[config.mk]
export PLATFORM = sky130hd
export DESIGN_NAME = sma_divider
export DESIGN_NICKNAME = d
export VERILOG_FILES = /design/src/design/sma_pkg.sv /design/src/design/sma_divider.sv
export VERILOG_INCLUDE_DIRS = /design/src /design/src/design
export SDC_FILE = /design/constraint.sdc
export NUM_CORES = 1
export LEC_CHECK = 0
export BUFFER_PORTS_ARGS = -buffer_cell sky130_fd_sc_hd__buf_2
export CAP_MARGIN = 30
export CORE_ASPECT_RATIO = 1.4
export CORE_UTILIZATION = 45
export DETAILED_ROUTE_END_ITERATION = 12
export PLACE_DENSITY = 0.67
export SYNTH_ARGS = -nofsm -noshare
export SYNTH_HDL_FRONTEND = slang
export SYNTH_SLANG_ARGS = --single-unit
[constraint.sdc]
create_clock -name clk_i -period 2.9 [get_ports clk_i]
set_input_delay 0.87 -clock clk_i [delete_from_list [all_inputs] [get_ports clk_i]]
set_output_delay 0.87 -clock clk_i [all_outputs]
set_load 0.01 [all_outputs]
[src/design/assert_macros.svh]
// Assertion macros shared by the design files.
`ifndef ASSERT_MACROS_SVH
`define ASSERT_MACROS_SVH

// Clocked implication assertion, disabled while reset is asserted.
`define ASSERT_IMPL(lbl, clk, rstn, ante, cons) \
  lbl: assert property (@(posedge clk) disable iff (!rstn) (ante) |-> (cons)) \
    else $error("assertion failed");

// Clocked next-cycle implication assertion.
`define ASSERT_NEXT(lbl, clk, rstn, ante, cons) \
  lbl: assert property (@(posedge clk) disable iff (!rstn) (ante) |=> (cons)) \
    else $error("assertion failed");

`endif

[src/design/sma_pkg.sv]
`timescale 1ns / 1ps
`default_nettype none
package sma_pkg;

  localparam int unsigned NumSectors = 1024;

  localparam logic [15:0] EntFree = 16'h0000;
  localparam logic [15:0] EntCont = 16'hFFFF;

  localparam logic [1:0] OpAlloc   = 2'd0;
  localparam logic [1:0] OpFree    = 2'd1;
  localparam logic [1:0] OpFreeAll = 2'd2;
  localparam logic [1:0] OpChange  = 2'd3;

  localparam logic [1:0] RegSectorBytes = 2'd0;
  localparam logic [1:0] RegFirstSector = 2'd1;
  localparam logic [1:0] RegEndSector   = 2'd2;

  typedef struct packed {
    logic [1:0]  op;
    logic [15:0] owner_id;
    logic [15:0] new_owner_id;
    logic [23:0] request_bytes;
    logic [23:0] byte_offset;
  } cmd_t;

  typedef struct packed {
    logic        status;
    logic [23:0] alloc_offset;
  } rsp_t;

  // Divider control and status between sequencer and divider.
  typedef struct packed {
    logic        start;
    logic [23:0] dividend;
    logic [15:0] divisor;
  } div_req_t;

  typedef struct packed {
    logic        done;
    logic [23:0] quot;
    logic        rem_nz;
  } div_rsp_t;

  typedef enum logic [3:0] {
    StIdle,
    StDiv,
    StDivWait,
    StCheck,
    StScan,
    StScanRd,
    StFill,
    StHeadRd,
    StHeadChk,
    StClrRd,
    StClrChk,
    StMulHead,
    StDone
  } state_e;

endpackage
`default_nettype wire

[src/design/sma_divider.sv]
`timescale 1ns / 1ps
`default_nettype none
// Restoring divider, one quotient bit per cycle.
module sma_divider (
  input  wire logic             clk_i,
  input  wire logic             rst_ni,
  input  wire sma_pkg::div_req_t req_i,
  output sma_pkg::div_rsp_t     rsp_o
);

  logic [23:0] quot_q, quot_d;
  logic [16:0] rem_q, rem_d;
  logic [15:0] dvs_q, dvs_d;
  logic [4:0]  cnt_q, cnt_d;
  logic        busy_q, busy_d;
  logic        done_q, done_d;
  logic [16:0] trial;

  always_comb begin
    quot_d = quot_q;
    rem_d  = rem_q;
    dvs_d  = dvs_q;
    cnt_d  = cnt_q;
    busy_d = busy_q;
    done_d = 1'b0;
    trial  = {rem_q[15:0], quot_q[23]};
    if (req_i.start) begin
      quot_d = req_i.dividend;
      rem_d  = '0;
      dvs_d  = req_i.divisor;
      cnt_d  = 5'd24;
      busy_d = 1'b1;
    end else if (busy_q) begin
      if (trial >= {1'b0, dvs_q}) begin
        rem_d  = trial - {1'b0, dvs_q};
        quot_d = {quot_q[22:0], 1'b1};
      end else begin
        rem_d  = trial;
        quot_d = {quot_q[22:0], 1'b0};
      end
      cnt_d = cnt_q - 5'd1;
      if (cnt_q == 5'd1) begin
        busy_d = 1'b0;
        done_d = 1'b1;
      end
    end
  end

  always_ff @(posedge clk_i or negedge rst_ni) begin
    if (!rst_ni) begin
      busy_q <= 1'b0;
      done_q <= 1'b0;
      cnt_q  <= '0;
    end else begin
      busy_q <= busy_d;
      done_q <= done_d;
      cnt_q  <= cnt_d;
    end
  end

  always_ff @(posedge clk_i) begin
    quot_q <= quot_d;
    rem_q  <= rem_d;
    dvs_q  <= dvs_d;
  end

  assign rsp_o.done   = done_q;
  assign rsp_o.quot   = quot_q;
  assign rsp_o.rem_nz = (rem_q != '0);

  `include "assert_macros.svh"
  `ASSERT_NEXT(a_div_done_once, clk_i, rst_ni, done_q, !done_q)
  `ASSERT_IMPL(a_div_busy_cnt, clk_i, rst_ni, busy_q, cnt_q != 5'd0)
  `ASSERT_NEXT(a_div_start, clk_i, rst_ni, req_i.start, busy_q)

endmodule
`default_nettype wire

==> flow_metrics.py, run 1 <==
metrics = {
    "worst_hold_path": {
        "hold_path.class": "in -> async",
    },
    "yosys": {
        "syn-mean-instance-area_um2": 10.7,
        "synth_flop_cell": "sky130_fd_sc_hd__edfxtp_1",
        "synth_edf_count": 40,
        "synthDistinctLibCells": 59,
        "yosysSeqAreaShare_pct": 46.7,
        "async_flop_share_pct": 10.9,
        "post-synth-top-area-fraction_pct": 32.7,
        "nets_in_the_synthesized_netlist": 405,
        "netlist_top_cells_area": "sky130_fd_sc_hd__edfxtp_1, sky130_fd_sc_hd__dfxtp_1, sky130_fd_sc_hd__mux2_2",
        "synth_cells": 343,
        "synth.largest_area_cell": "sky130_fd_sc_hd__edfxtp_1",
        "ys_warn_count": 0,
        "mappedNetlistArea_um2": 3680,
        "yosys_register_bits": 64,
    },
    "outcome": {
        "status": "finished clean",
    },
    "power_and_ir_drop": {
        "cellLeakagePower_nw": 1.86,
        "combinationalPowerShare_pct": 17.1,
        "p_sw_mw": 0.572,
        "vdd.ir_drop.worst_mv": 0.364,
        "relative_contribution_of_sequential_cells_to_total_power_pct": 52.1,
        "p_int_mw": 1.52,
        "power.density_nw_per_um2": 488,
        "post-layout-total-power_mw": 2.09,
        "clock_power_share_pct": 30.8,
        "switching_share_pct": 27.4,
    },
    "global_route": {
        "largest_net_degree_at_the_start_of_global_routing": 29,
        "grt_pass1_wl_mm": 12.9,
        "via_count_of_the_first_global_routing_pass": 2776,
        "gr-usage-all-layers_pct": 20.0,
        "grt_antenna_before_repair": 0,
        "grt-ovfl-total": 0,
    },
    "drt": {
        "routed_wire_length_per_instance_um": 15.2,
        "drcViolationCount": 0,
        "vias": 2842,
        "drt-pass1-iter-count": 4,
        "wirelength_mm": 7.88,
        "ant_nets": 0,
        "initial_drc_count": 103,
        "avgViaCountPerCell": 5.48,
    },
    "floorplan": {
        "start_util_pct": 46.9,
        "std_cell_rows": 38,
        "io-pin-count": 69,
        "floorplan.die.height_um": 109,
        "floorplan.core_area_um2": 7850,
        "die-area_um2": 8540,
        "die_x_um": 78.4,
    },
    "clocking": {
        "postCtsResizedCells": 0,
        "clk_latency_ps": 350,
        "cts.repair_timing.setup_buffer_count": 0,
        "cts_buffers": 9,
        "clockBufferDepth": 2,
        "clk_pin_slew_worst_paths_ps": 70,
        "h-tree-depth": 3,
        "cts-root-buf": "sky130_fd_sc_hd__clkbuf_8",
        "ctsHoldBuffers": 0,
        "cts_tree": "yes",
        "sink_count": 64,
    },
    "timing": {
        "setup_viol": 0,
        "hold_viol_final": 0,
        "final.min_clock_period_ps": 2800,
        "postLayoutSetupSlackWorst_ps": 105,
        "totalNegativeSetupSlack_ps": 0,
        "number_of_max_slew_violations_in_the_final_report": 0,
        "timing_worst_slew_pin_value_ps": 600,
        "layout_worst_path_cycle_share_pct": 96.4,
        "max_freq_mhz": 358,
        "final_clock_skew_ps": 12.8,
        "timing.slew.headroom_pct": 59.9,
        "grt_setup_unrepaired": "no",
    },
    "run": {
        "cap_violations": 0,
    },
    "placed_design": {
        "pre_cts_ws_ps": 420,
        "gp_congestion": 0.856,
        "io_buffers": 68,
        "dp.final_hpwl_mm": 5.93,
    },
    "worst_setup_path": {
        "timing.critical_path.to_type": "output pin",
        "crit_type": "reg -> out",
        "setup.worst_path.start_class": "register",
        "timing.critical_path.slowest_cell_delay_ps": 450,
        "critical_path.cell_chain": "nor4_1, nand4_1, or4_1, buf_2",
        "cp_slowest_cell": "sky130_fd_sc_hd__nor4_1",
        "required_ps": 2030,
        "reg2reg_slack_ps": 440,
        "critPathArrivalTime_ps": 1930,
        "critical_path.max_fanout": 4,
    },
    "layout": {
        "antenna_cells_inserted": 0,
        "syn2layout_area_growth_pct": 16.2,
        "num-nets-final": 476,
        "nFillCells": 707,
        "post_route_utilization_pct": 54.5,
        "post_route_cells_drive_above_1_share_pct": 30.5,
    },
}
-- routing by layer --
| layer | vias to the layer above | wire length, um | track usage, % |
|---|---|---|---|
| met5 | - | 0 | 0 |
| met4 | 0 | 167 | 10.2 |
| met3 | 14 | 396 | 5.52 |
| met2 | 86 | 3980 | 33.4 |
| met1 | 1336 | 3340 | 23.4 |
| li1 | 1406 | - | - |
-- placed cells by master (no fill, tap or decap), drive strengths merged, types with 6 or more instances in the layout --
cell type and n:
a211oi 9, edfxtp 40, mux2i 7, inv 26, o21ai 19, a21oi 11, dfxtp 17, buf 76
ha 18, xnor2 6, nand2 26, a21o 11, nor2 23, clkbuf 11, mux2 25, dfrtp 7
nand2b 6
-- logic make-up after synthesis --
logic type	Yosys count	share of synthesized area (%)
simple gates	91	12.9
compound gates	84	16.7
flops	64	46.7
buf+inv	42	4.93
mux	32	9.56
fa+ha+maj	19	6.67
xor+xnor	11	2.62
-- worst paths after layout --
kind,startpoint,to,depth (start not counted)
worst min register to register,rem_q[4]$_SDFFE_PP0P_,rem_q[4]$_SDFFE_PP0P_,2
worst max-delay path,rem_q[0]$_SDFFE_PP0P_,rsp_o[0],4
max in group asynchronous,rst_ni,busy_q$_DFF_PN0_,1
min in group clk_i,rem_q[4]$_SDFFE_PP0P_,rem_q[4]$_SDFFE_PP0P_,2
worst max register to register,dvs_q[6]$_DFFE_PP_,rem_q[9]$_SDFFE_PP0P_,9
worst min-delay path,rst_ni,cnt_q[0]$_DFFE_PN0P_,1
-- power groups by stage --
stage	registers [mW]	logic, mW	clock network, mW
after floorplan	1.12	0.220	0
after global placement	1.10	0.348	0
after detailed placement	1.11	0.357	0
after CTS	1.09	0.358	0.657
after global routing	1.10	0.394	0.691
final	1.09	0.357	0.644
-- area by class of cell --
type	instances	area (um2)	area share, %
Inverter	26	97.6	2.28
Clock inverter	5	23.8	0.556
Clock buffer	11	131	3.07
Multi-Input combinational cell	237	1780	41.6
Timing Repair Buffer	76	400	9.36
Sequential cell	64	1720	40.2
Tap cell	100	125	2.93
-- sequential cells by signal, summed over array words and instances (netlist names) --
signal	flops
rem_q	17
quot_q	24
done_q	1
busy_q	1
dvs_q	16
cnt_q	5
-- critical path, delay by kind of cell, from the launching register on --
kind | cells | cell delay, ps
buffers and inverters | 1 | 150
AND/OR/NAND/NOR | 3 | 1090
flip-flops | 1 | 340
-- metrics by stage --
| step | hold WS (ps) | cell area (um2) | cells |
|---|---|---|---|
| CTS | 334 | 4280 | 519 |
| finish | 343 | 4280 | 519 |
| detailed placement | 498 | 4120 | 503 |
| floorplan | 466 | 3680 | 343 |
| global route | 340 | 4280 | 519 |
| global placement | 493 | 4120 | 503 |
-- Yosys cell counts, types with 3 or more instances --
| library cell | n |
|---|---|
| sky130_fd_sc_hd__edfxtp_1 | 40 |
| sky130_fd_sc_hd__inv_1 | 26 |
| sky130_fd_sc_hd__nand2_1 | 26 |
| sky130_fd_sc_hd__mux2_2 | 25 |
| sky130_fd_sc_hd__nor2_1 | 23 |
| sky130_fd_sc_hd__ha_1 | 18 |
| sky130_fd_sc_hd__dfxtp_1 | 17 |
| sky130_fd_sc_hd__o21ai_0 | 17 |
| sky130_fd_sc_hd__a21o_1 | 11 |
| sky130_fd_sc_hd__a21oi_1 | 11 |
| sky130_fd_sc_hd__dfrtp_1 | 7 |
| sky130_fd_sc_hd__mux2i_1 | 7 |
| sky130_fd_sc_hd__a211oi_1 | 6 |
| sky130_fd_sc_hd__clkbuf_1 | 6 |
| sky130_fd_sc_hd__nand2b_1 | 6 |
| sky130_fd_sc_hd__xnor2_1 | 6 |
| sky130_fd_sc_hd__o21a_1 | 5 |
| sky130_fd_sc_hd__xor2_1 | 5 |
| sky130_fd_sc_hd__buf_2 | 4 |
| sky130_fd_sc_hd__nor2b_1 | 4 |
| sky130_fd_sc_hd__nor3_1 | 4 |
| sky130_fd_sc_hd__nor4_1 | 4 |
| sky130_fd_sc_hd__o211ai_1 | 4 |
| sky130_fd_sc_hd__o221ai_1 | 4 |
| sky130_fd_sc_hd__or2_2 | 4 |
| sky130_fd_sc_hd__a211oi_2 | 3 |
| sky130_fd_sc_hd__buf_4 | 3 |
| sky130_fd_sc_hd__nand4_1 | 3 |
| sky130_fd_sc_hd__nor3b_1 | 3 |
Power figures use the tool's default switching activity.
==> run 2, diff against run 1 <==
--- a/config.mk
+++ b/config.mk
@@ -11,6 +11,7 @@
 export CORE_ASPECT_RATIO = 1.4
 export CORE_UTILIZATION = 45
 export DETAILED_ROUTE_END_ITERATION = 12
+export HOLD_SLACK_MARGIN = 0.06
 export PLACE_DENSITY = 0.67
 export SYNTH_ARGS = -nofsm -noshare
 export SYNTH_HDL_FRONTEND = slang
==> constraint.sdc (replaced) <==
create_clock -name clk_i -period 2.9 [get_ports clk_i]
set_input_delay 0.58 -clock clk_i [delete_from_list [all_inputs] [get_ports clk_i]]
set_output_delay 0.58 -clock clk_i [all_outputs]
set_load 0.01 [all_outputs]
==> flow_metrics.py, run 2 (synthesized netlist as in run 1, its figures left out) <==
metrics = {
    "clocking": {
        "sink_count": 64,
        "ctsHoldBuffers": 1,
        "clockBufferDepth": 2,
        "clk_latency_ps": 350,
        "cts-root-buf": "sky130_fd_sc_hd__clkbuf_8",
        "cts.repair_timing.setup_buffer_count": 0,
        "cts_tree": "yes",
        "postCtsResizedCells": 0,
        "h-tree-depth": 3,
        "cts_buffers": 9,
        "clk_pin_slew_worst_paths_ps": 80,
    },
    "placed_design": {
        "io_buffers": 68,
        "dpl-instance-area_um2": 4110,
        "numPlacedInstances": 502,
        "gp_congestion": 0.884,
        "dp.final_hpwl_mm": 5.95,
    },
    "power_and_ir_drop": {
        "clock_power_share_pct": 36.7,
        "p_int_mw": 1.69,
        "post-layout-total-power_mw": 2.29,
        "power.density_nw_per_um2": 528,
        "combinationalPowerShare_pct": 15.8,
        "switching_share_pct": 26.0,
        "cellLeakagePower_nw": 1.89,
        "relative_contribution_of_sequential_cells_to_total_power_pct": 47.5,
        "p_sw_mw": 0.593,
        "vdd.ir_drop.worst_mv": 0.418,
    },
    "drt": {
        "initial_drc_count": 221,
        "wirelength_mm": 8.05,
        "routed_wire_length_per_instance_um": 15.5,
        "drt-pass1-iter-count": 5,
        "drcViolationCount": 0,
        "avgViaCountPerCell": 5.54,
        "ant_nets": 0,
        "vias": 2873,
    },
    "timing": {
        "timing.slew.headroom_pct": 59.9,
        "final_clock_skew_ps": 11.4,
        "timing_worst_slew_pin_value_ps": 600,
        "hold_viol_final": 0,
        "setup_viol": 0,
        "layout_worst_path_cycle_share_pct": 93.2,
        "final.min_clock_period_ps": 2700,
        "number_of_max_slew_violations_in_the_final_report": 0,
        "grt_setup_unrepaired": "no",
        "max_freq_mhz": 370,
        "totalNegativeSetupSlack_ps": 0,
    },
    "floorplan": {
        "floorplan.core_area_um2": 7850,
        "die_x_um": 78.4,
        "die-area_um2": 8540,
        "std_cell_rows": 38,
        "io-pin-count": 69,
        "floorplan.die.height_um": 109,
        "start_util_pct": 46.9,
    },
    "layout": {
        "mostFrequentLayoutCells": "sky130_fd_sc_hd__buf_2, sky130_fd_sc_hd__edfxtp_1, sky130_fd_sc_hd__inv_1, sky130_fd_sc_hd__nand2_1, sky130_fd_sc_hd__mux2_2",
        "post_route_cells_drive_above_1_share_pct": 31.0,
        "antenna_cells_inserted": 0,
        "registers_with_the_highest_flip_flop_counts": "quot_q (24), rem_q (17), dvs_q (16)",
        "most_common_library_cell_in_the_layout_ignoring_fill_and_taps": "sky130_fd_sc_hd__buf_2",
        "registers.top_by_ff_count": "quot_q",
        "post_route_utilization_pct": 55.2,
        "num-nets-final": 476,
        "layout.cell_area.non_filler_um2": 4330,
        "largest_reg_flops": 24,
        "final_cells": 519,
        "syn2layout_area_growth_pct": 17.8,
    },
    "global_route": {
        "grt_antenna_before_repair": 0,
        "grt-ovfl-total": 0,
        "largest_net_degree_at_the_start_of_global_routing": 30,
        "grt_pass1_wl_mm": 13.2,
        "gr-usage-all-layers_pct": 20.3,
        "via_count_of_the_first_global_routing_pass": 2909,
    },
    "worst_setup_path": {
        "ff2ff_path_depth": 8,
        "first_element_of_the_critical_path": "rem_q[8]$_SDFFE_PP0P_",
        "setup.worst_path.start_class": "register",
        "worstSetupEndpoint": "rsp_o[0]",
        "critical_path.max_fanout": 4,
        "required_ps": 2320,
        "crit_type": "reg -> out",
        "timing.critical_path.to_type": "output pin",
        "critical_path.reg2reg.startpoint": "rem_q[5]$_SDFFE_PP0P_",
        "critPathArrivalTime_ps": 2120,
        "timing.rr.end": "rem_q[4]$_SDFFE_PP0P_",
        "reg2reg_slack_ps": 510,
    },
    "run": {
        "cap_violations": 0,
    },
    "worst_hold_path": {
        "hold_path.class": "in -> reg",
    },
    "outcome": {
        "status": "finished clean",
    },
}
## run 2: cell count changes in the layout (fill, tap and decap cells not counted), sizes merged
cell,before,now
bufinv,0,2
clkbuf,11,9
buf,76,75
clkinv,4,5
clkinvlp,1,0
dlygate4sd3,0,1
## run 2: critical path, cell delays in order, from the launching register on
cell                      delay, ps
sky130_fd_sc_hd__dfxtp_1        350
sky130_fd_sc_hd__nor4_1         540
sky130_fd_sc_hd__nand4_1        250
sky130_fd_sc_hd__or4_1          470
sky130_fd_sc_hd__buf_2          160
## run 2: power groups by stage
stage / sequential, mW / clock, mW / combinational (mW)
global route: 1.10 / 0.891 / 0.397
finish: 1.09 / 0.839 / 0.360
global placement: 1.11 / 0 / 0.349
floorplan: 1.12 / 0 / 0.220
CTS: 1.09 / 0.856 / 0.361
detailed placement: 1.11 / 0 / 0.358
## run 2: metrics by stage
stage	setup WS (ps)	hold slack (ps)
detailed placement	523	422
finish	196	399
floorplan	744	284
global route	151	384
CTS	205	386
global placement	572	420
## run 2: metal layers
layer / global-route usage [%] / up-vias / routed length (um)
met2: 35.0 / 82 / 3980
met3: 6.44 / 27 / 392
met5: 0 / - / 0
met4: 11.6 / 0 / 331
li1: - / 1408 / -
met1: 22.0 / 1356 / 3350
## run 2: worst min-delay path by stage
stage              start                   end  slack (ps)  cells past startpoint
6_report        req_i[9]    dvs_q[9]$_DFFE_PP_         400                      1
5_1_grt        req_i[13]   dvs_q[13]$_DFFE_PP_         380                      1
3_3_place_gp      rst_ni  cnt_q[2]$_DFFE_PN0P_         420                      1
4_1_cts        req_i[13]   dvs_q[13]$_DFFE_PP_         390                      1
3_5_place_dp      rst_ni  cnt_q[4]$_DFFE_PN0P_         420                      1
2_1_floorplan     rst_ni      busy_q$_DFF_PN0_         280                      0
## run 2: area by class of cell
type                            instances  area, um2
Clock buffer                            9        124
Clock inverter                          7       86.3
Fill cell                             690       3510
Inverter                               26       97.6
Multi-Input combinational cell        237       1780
Sequential cell                        64       1720
Tap cell                              100        125
Timing Repair Buffer                   76        403
==> run 3, diff against run 2 <==
--- a/config.mk
+++ b/config.mk
@@ -6,13 +6,14 @@
 export SDC_FILE = /design/constraint.sdc
 export NUM_CORES = 1
 export LEC_CHECK = 0
+export ABC_AREA = 1
 export BUFFER_PORTS_ARGS = -buffer_cell sky130_fd_sc_hd__buf_2
 export CAP_MARGIN = 30
 export CORE_ASPECT_RATIO = 1.4
 export CORE_UTILIZATION = 45
 export DETAILED_ROUTE_END_ITERATION = 12
 export HOLD_SLACK_MARGIN = 0.06
-export PLACE_DENSITY = 0.67
+export PLACE_DENSITY = 0.66
 export SYNTH_ARGS = -nofsm -noshare
 export SYNTH_HDL_FRONTEND = slang
 export SYNTH_SLANG_ARGS = --single-unit
==> flow_metrics.py, run 3 <==
metrics = {
    "outcome": {
        "status": "finished clean",
    },
    "yosys": {
        "syn-mean-instance-area_um2": 7.68,
        "mappedNetlistArea_um2": 3890,
        "synth.top_cells.by_count": "sky130_fd_sc_hd__nand2_1, sky130_fd_sc_hd__inv_1, sky130_fd_sc_hd__nand3_1",
        "post-synth-top-area-fraction_pct": 30.9,
        "netlist_top_cells_area": "sky130_fd_sc_hd__edfxtp_1, sky130_fd_sc_hd__nand2_1, sky130_fd_sc_hd__dfxtp_1",
        "synth_cells": 507,
        "yosys_register_bits": 64,
        "synth_flop_cell": "sky130_fd_sc_hd__edfxtp_1",
        "muxShareOfSynthArea_pct": 0,
        "synth-simple-area-share_pct": 34.6,
        "async_flop_share_pct": 10.9,
        "synth-xor-area-share_pct": 1.58,
        "ys_warn_count": 0,
        "yosysSeqAreaShare_pct": 44.1,
        "synth-compound-area-share_pct": 3.57,
        "synth_edf_count": 40,
        "synth.largest_area_cell": "sky130_fd_sc_hd__edfxtp_1",
        "synthDistinctLibCells": 40,
        "adder_and_majority_gate_portion_of_the_synthesized_area_pct": 6.30,
        "synth_top_family_by_area": "simple AND/OR/NAND/NOR gates",
        "nets_in_the_synthesized_netlist": 569,
        "synth.most_common_cell": "sky130_fd_sc_hd__nand2_1",
    },
    "global_route": {
        "largest_net_degree_at_the_start_of_global_routing": 35,
        "grt_antenna_before_repair": 0,
        "gr-usage-all-layers_pct": 22.3,
        "via_count_of_the_first_global_routing_pass": 3358,
        "grt_pass1_wl_mm": 15.2,
        "grt-ovfl-total": 0,
    },
    "power_and_ir_drop": {
        "p_int_mw": 2.38,
        "clock_power_share_pct": 28.1,
        "combinationalPowerShare_pct": 39.6,
        "p_sw_mw": 1.47,
        "relative_contribution_of_sequential_cells_to_total_power_pct": 32.3,
        "switching_share_pct": 38.2,
        "power.density_nw_per_um2": 836,
        "cellLeakagePower_nw": 2.48,
        "vdd.ir_drop.worst_mv": 0.459,
    },
    "placed_design": {
        "io_buffers": 68,
        "gp_congestion": 0.903,
        "dp.final_hpwl_mm": 6.81,
        "pre_cts_ws_ps": 868,
    },
    "timing": {
        "grt_setup_unrepaired": "no",
        "totalNegativeSetupSlack_ps": 0,
        "final.min_clock_period_ps": 2060,
        "layout_worst_path_cycle_share_pct": 71.1,
        "final_clock_skew_ps": 8.52,
        "setup_viol": 0,
        "number_of_max_slew_violations_in_the_final_report": 0,
        "hold_viol_final": 0,
        "postLayoutSetupSlackWorst_ps": 839,
        "timing.slew.headroom_pct": 57.1,
        "max_freq_mhz": 485,
        "timing_worst_slew_pin_value_ps": 642,
    },
    "floorplan": {
        "floorplan.core_area_um2": 8300,
        "start_util_pct": 46.9,
        "std_cell_rows": 39,
        "die_x_um": 80.6,
        "floorplan.die.height_um": 112,
        "io-pin-count": 69,
        "die-area_um2": 9030,
    },
    "worst_setup_path": {
        "crit_type": "reg -> reg",
        "critPathArrivalTime_ps": 2290,
        "critical_path.max_fanout": 3,
        "ff2ff_path_depth": 12,
        "required_ps": 3130,
        "timing.rr.end": "rem_q[8]$_SDFFE_PP0P_",
        "timing.critical_path.to_type": "register",
        "setup.worst_path.start_class": "register",
        "reg2reg_slack_ps": 840,
        "critical_path.reg2reg.startpoint": "quot_q[23]$_DFFE_PP_",
    },
    "clocking": {
        "h-tree-depth": 3,
        "clockBufferDepth": 2,
        "cts.repair_timing.setup_buffer_count": 0,
        "postCtsResizedCells": 0,
        "cts_buffers": 9,
        "clk_latency_ps": 340,
        "sink_count": 64,
        "cts-root-buf": "sky130_fd_sc_hd__clkbuf_16",
        "ctsHoldBuffers": 0,
        "clk_pin_slew_worst_paths_ps": 60,
        "cts_tree": "yes",
    },
    "drt": {
        "avgViaCountPerCell": 5.00,
        "drcViolationCount": 0,
        "drt-pass1-iter-count": 6,
        "vias": 3425,
        "ant_nets": 0,
        "initial_drc_count": 161,
        "wirelength_mm": 9.17,
        "routed_wire_length_per_instance_um": 13.4,
    },
    "layout": {
        "nFillCells": 794,
        "registers.top_by_ff_count": "quot_q",
        "syn2layout_area_growth_pct": 18.6,
        "multi_input_comb_area_um2": 1790,
        "antenna_cells_inserted": 0,
        "registers_with_the_highest_flip_flop_counts": "quot_q (24), rem_q (17), dvs_q (16)",
        "most_common_library_cell_in_the_layout_ignoring_fill_and_taps": "sky130_fd_sc_hd__nand2_1",
        "post_route_cells_drive_above_1_share_pct": 19.6,
        "mostFrequentLayoutCells": "sky130_fd_sc_hd__nand2_1, sky130_fd_sc_hd__inv_1, sky130_fd_sc_hd__buf_2, sky130_fd_sc_hd__nand3_1, sky130_fd_sc_hd__edfxtp_1",
        "largest_reg_flops": 24,
        "num-nets-final": 640,
        "seq_area_um2": 1720,
    },
    "run": {
        "cap_violations": 0,
    },
    "worst_hold_path": {
        "hold_path.class": "in -> async",
    },
}
run 3: worst max-delay path, stage by stage (launching register included):
cell and delay (ps):
sky130_fd_sc_hd__edfxtp_1 350, sky130_fd_sc_hd__inv_1 60, sky130_fd_sc_hd__ha_1 230, sky130_fd_sc_hd__fa_1 400
sky130_fd_sc_hd__inv_1 120, sky130_fd_sc_hd__nand3_1 70, sky130_fd_sc_hd__nand3_1 180, sky130_fd_sc_hd__nand2_1 70
sky130_fd_sc_hd__nand2_1 130, sky130_fd_sc_hd__xnor2_1 160, sky130_fd_sc_hd__nand2_2 60, sky130_fd_sc_hd__nand3_1 70
sky130_fd_sc_hd__nand2_1 50
run 3: area by class of cell:
| class | instances | share of cell area (%) |
|---|---|---|
| repair buffers | 72 | 8.02 |
| flip-flops and latches | 64 | 37.2 |
| inverters | 83 | 6.75 |
| clock inverters | 5 | 1.22 |
| clock buffers | 11 | 5.26 |
| multi-input cells | 348 | 38.8 |
| well taps | 102 | 2.76 |
run 3: worst max-delay path by stage:
stage	endpoint	startpoint	cells after the start	slack (ps)
3_5_place_dp	rem_q[8]$_SDFFE_PP0P_	quot_q[23]$_DFFE_PP_	12	870
4_1_cts	rem_q[8]$_SDFFE_PP0P_	quot_q[23]$_DFFE_PP_	12	850
3_3_place_gp	rem_q[8]$_SDFFE_PP0P_	quot_q[23]$_DFFE_PP_	12	870
5_1_grt	rem_q[16]$_SDFFE_PP0P_	quot_q[23]$_DFFE_PP_	14	620
6_report	rem_q[8]$_SDFFE_PP0P_	quot_q[23]$_DFFE_PP_	12	840
2_1_floorplan	rem_q[16]$_SDFFE_PP0P_	quot_q[23]$_DFFE_PP_	13	1070
run 3: metrics by stage:
stage	hold WS (ps)	utilization [%]	total power [mW]	area (um2)	cells
after floorplan	284	-	2.43	3890	507
after global placement	416	52.0	2.75	4320	669
after detailed placement	420	52.0	2.78	4320	669
after CTS	64.3	55.6	3.88	4620	685
after global routing	73.3	55.6	4.12	4620	685
final	67.9	55.6	3.86	4620	685
run 3: cell families after synthesis:
family,after synthesis
AOI/OAI and AO/OA,26
and+or+nand+nor,296
adders and majority gates,19
xor gates and xnor gates,7
DFF,64
buffers and inverters,95
run 3: power by group through the flow:
| stage | Clock (mW) | Combinational [mW] | Sequential (mW) |
|---|---|---|---|
| after global routing | 1.14 | 1.72 | 1.26 |
| after floorplan | 0 | 1.19 | 1.25 |
| after CTS | 1.10 | 1.53 | 1.24 |
| after detailed placement | 0 | 1.52 | 1.26 |
| final | 1.08 | 1.53 | 1.25 |
| after global placement | 0 | 1.50 | 1.25 |
run 3: routing by layer:
layer	up-vias	track usage, %	share of wire [%]
met5	-	0	0
met4	0	11.4	3.1
met3	21	4.96	4.6
met2	97	38.1	51
met1	1560	25.7	41
li1	1747	-	-
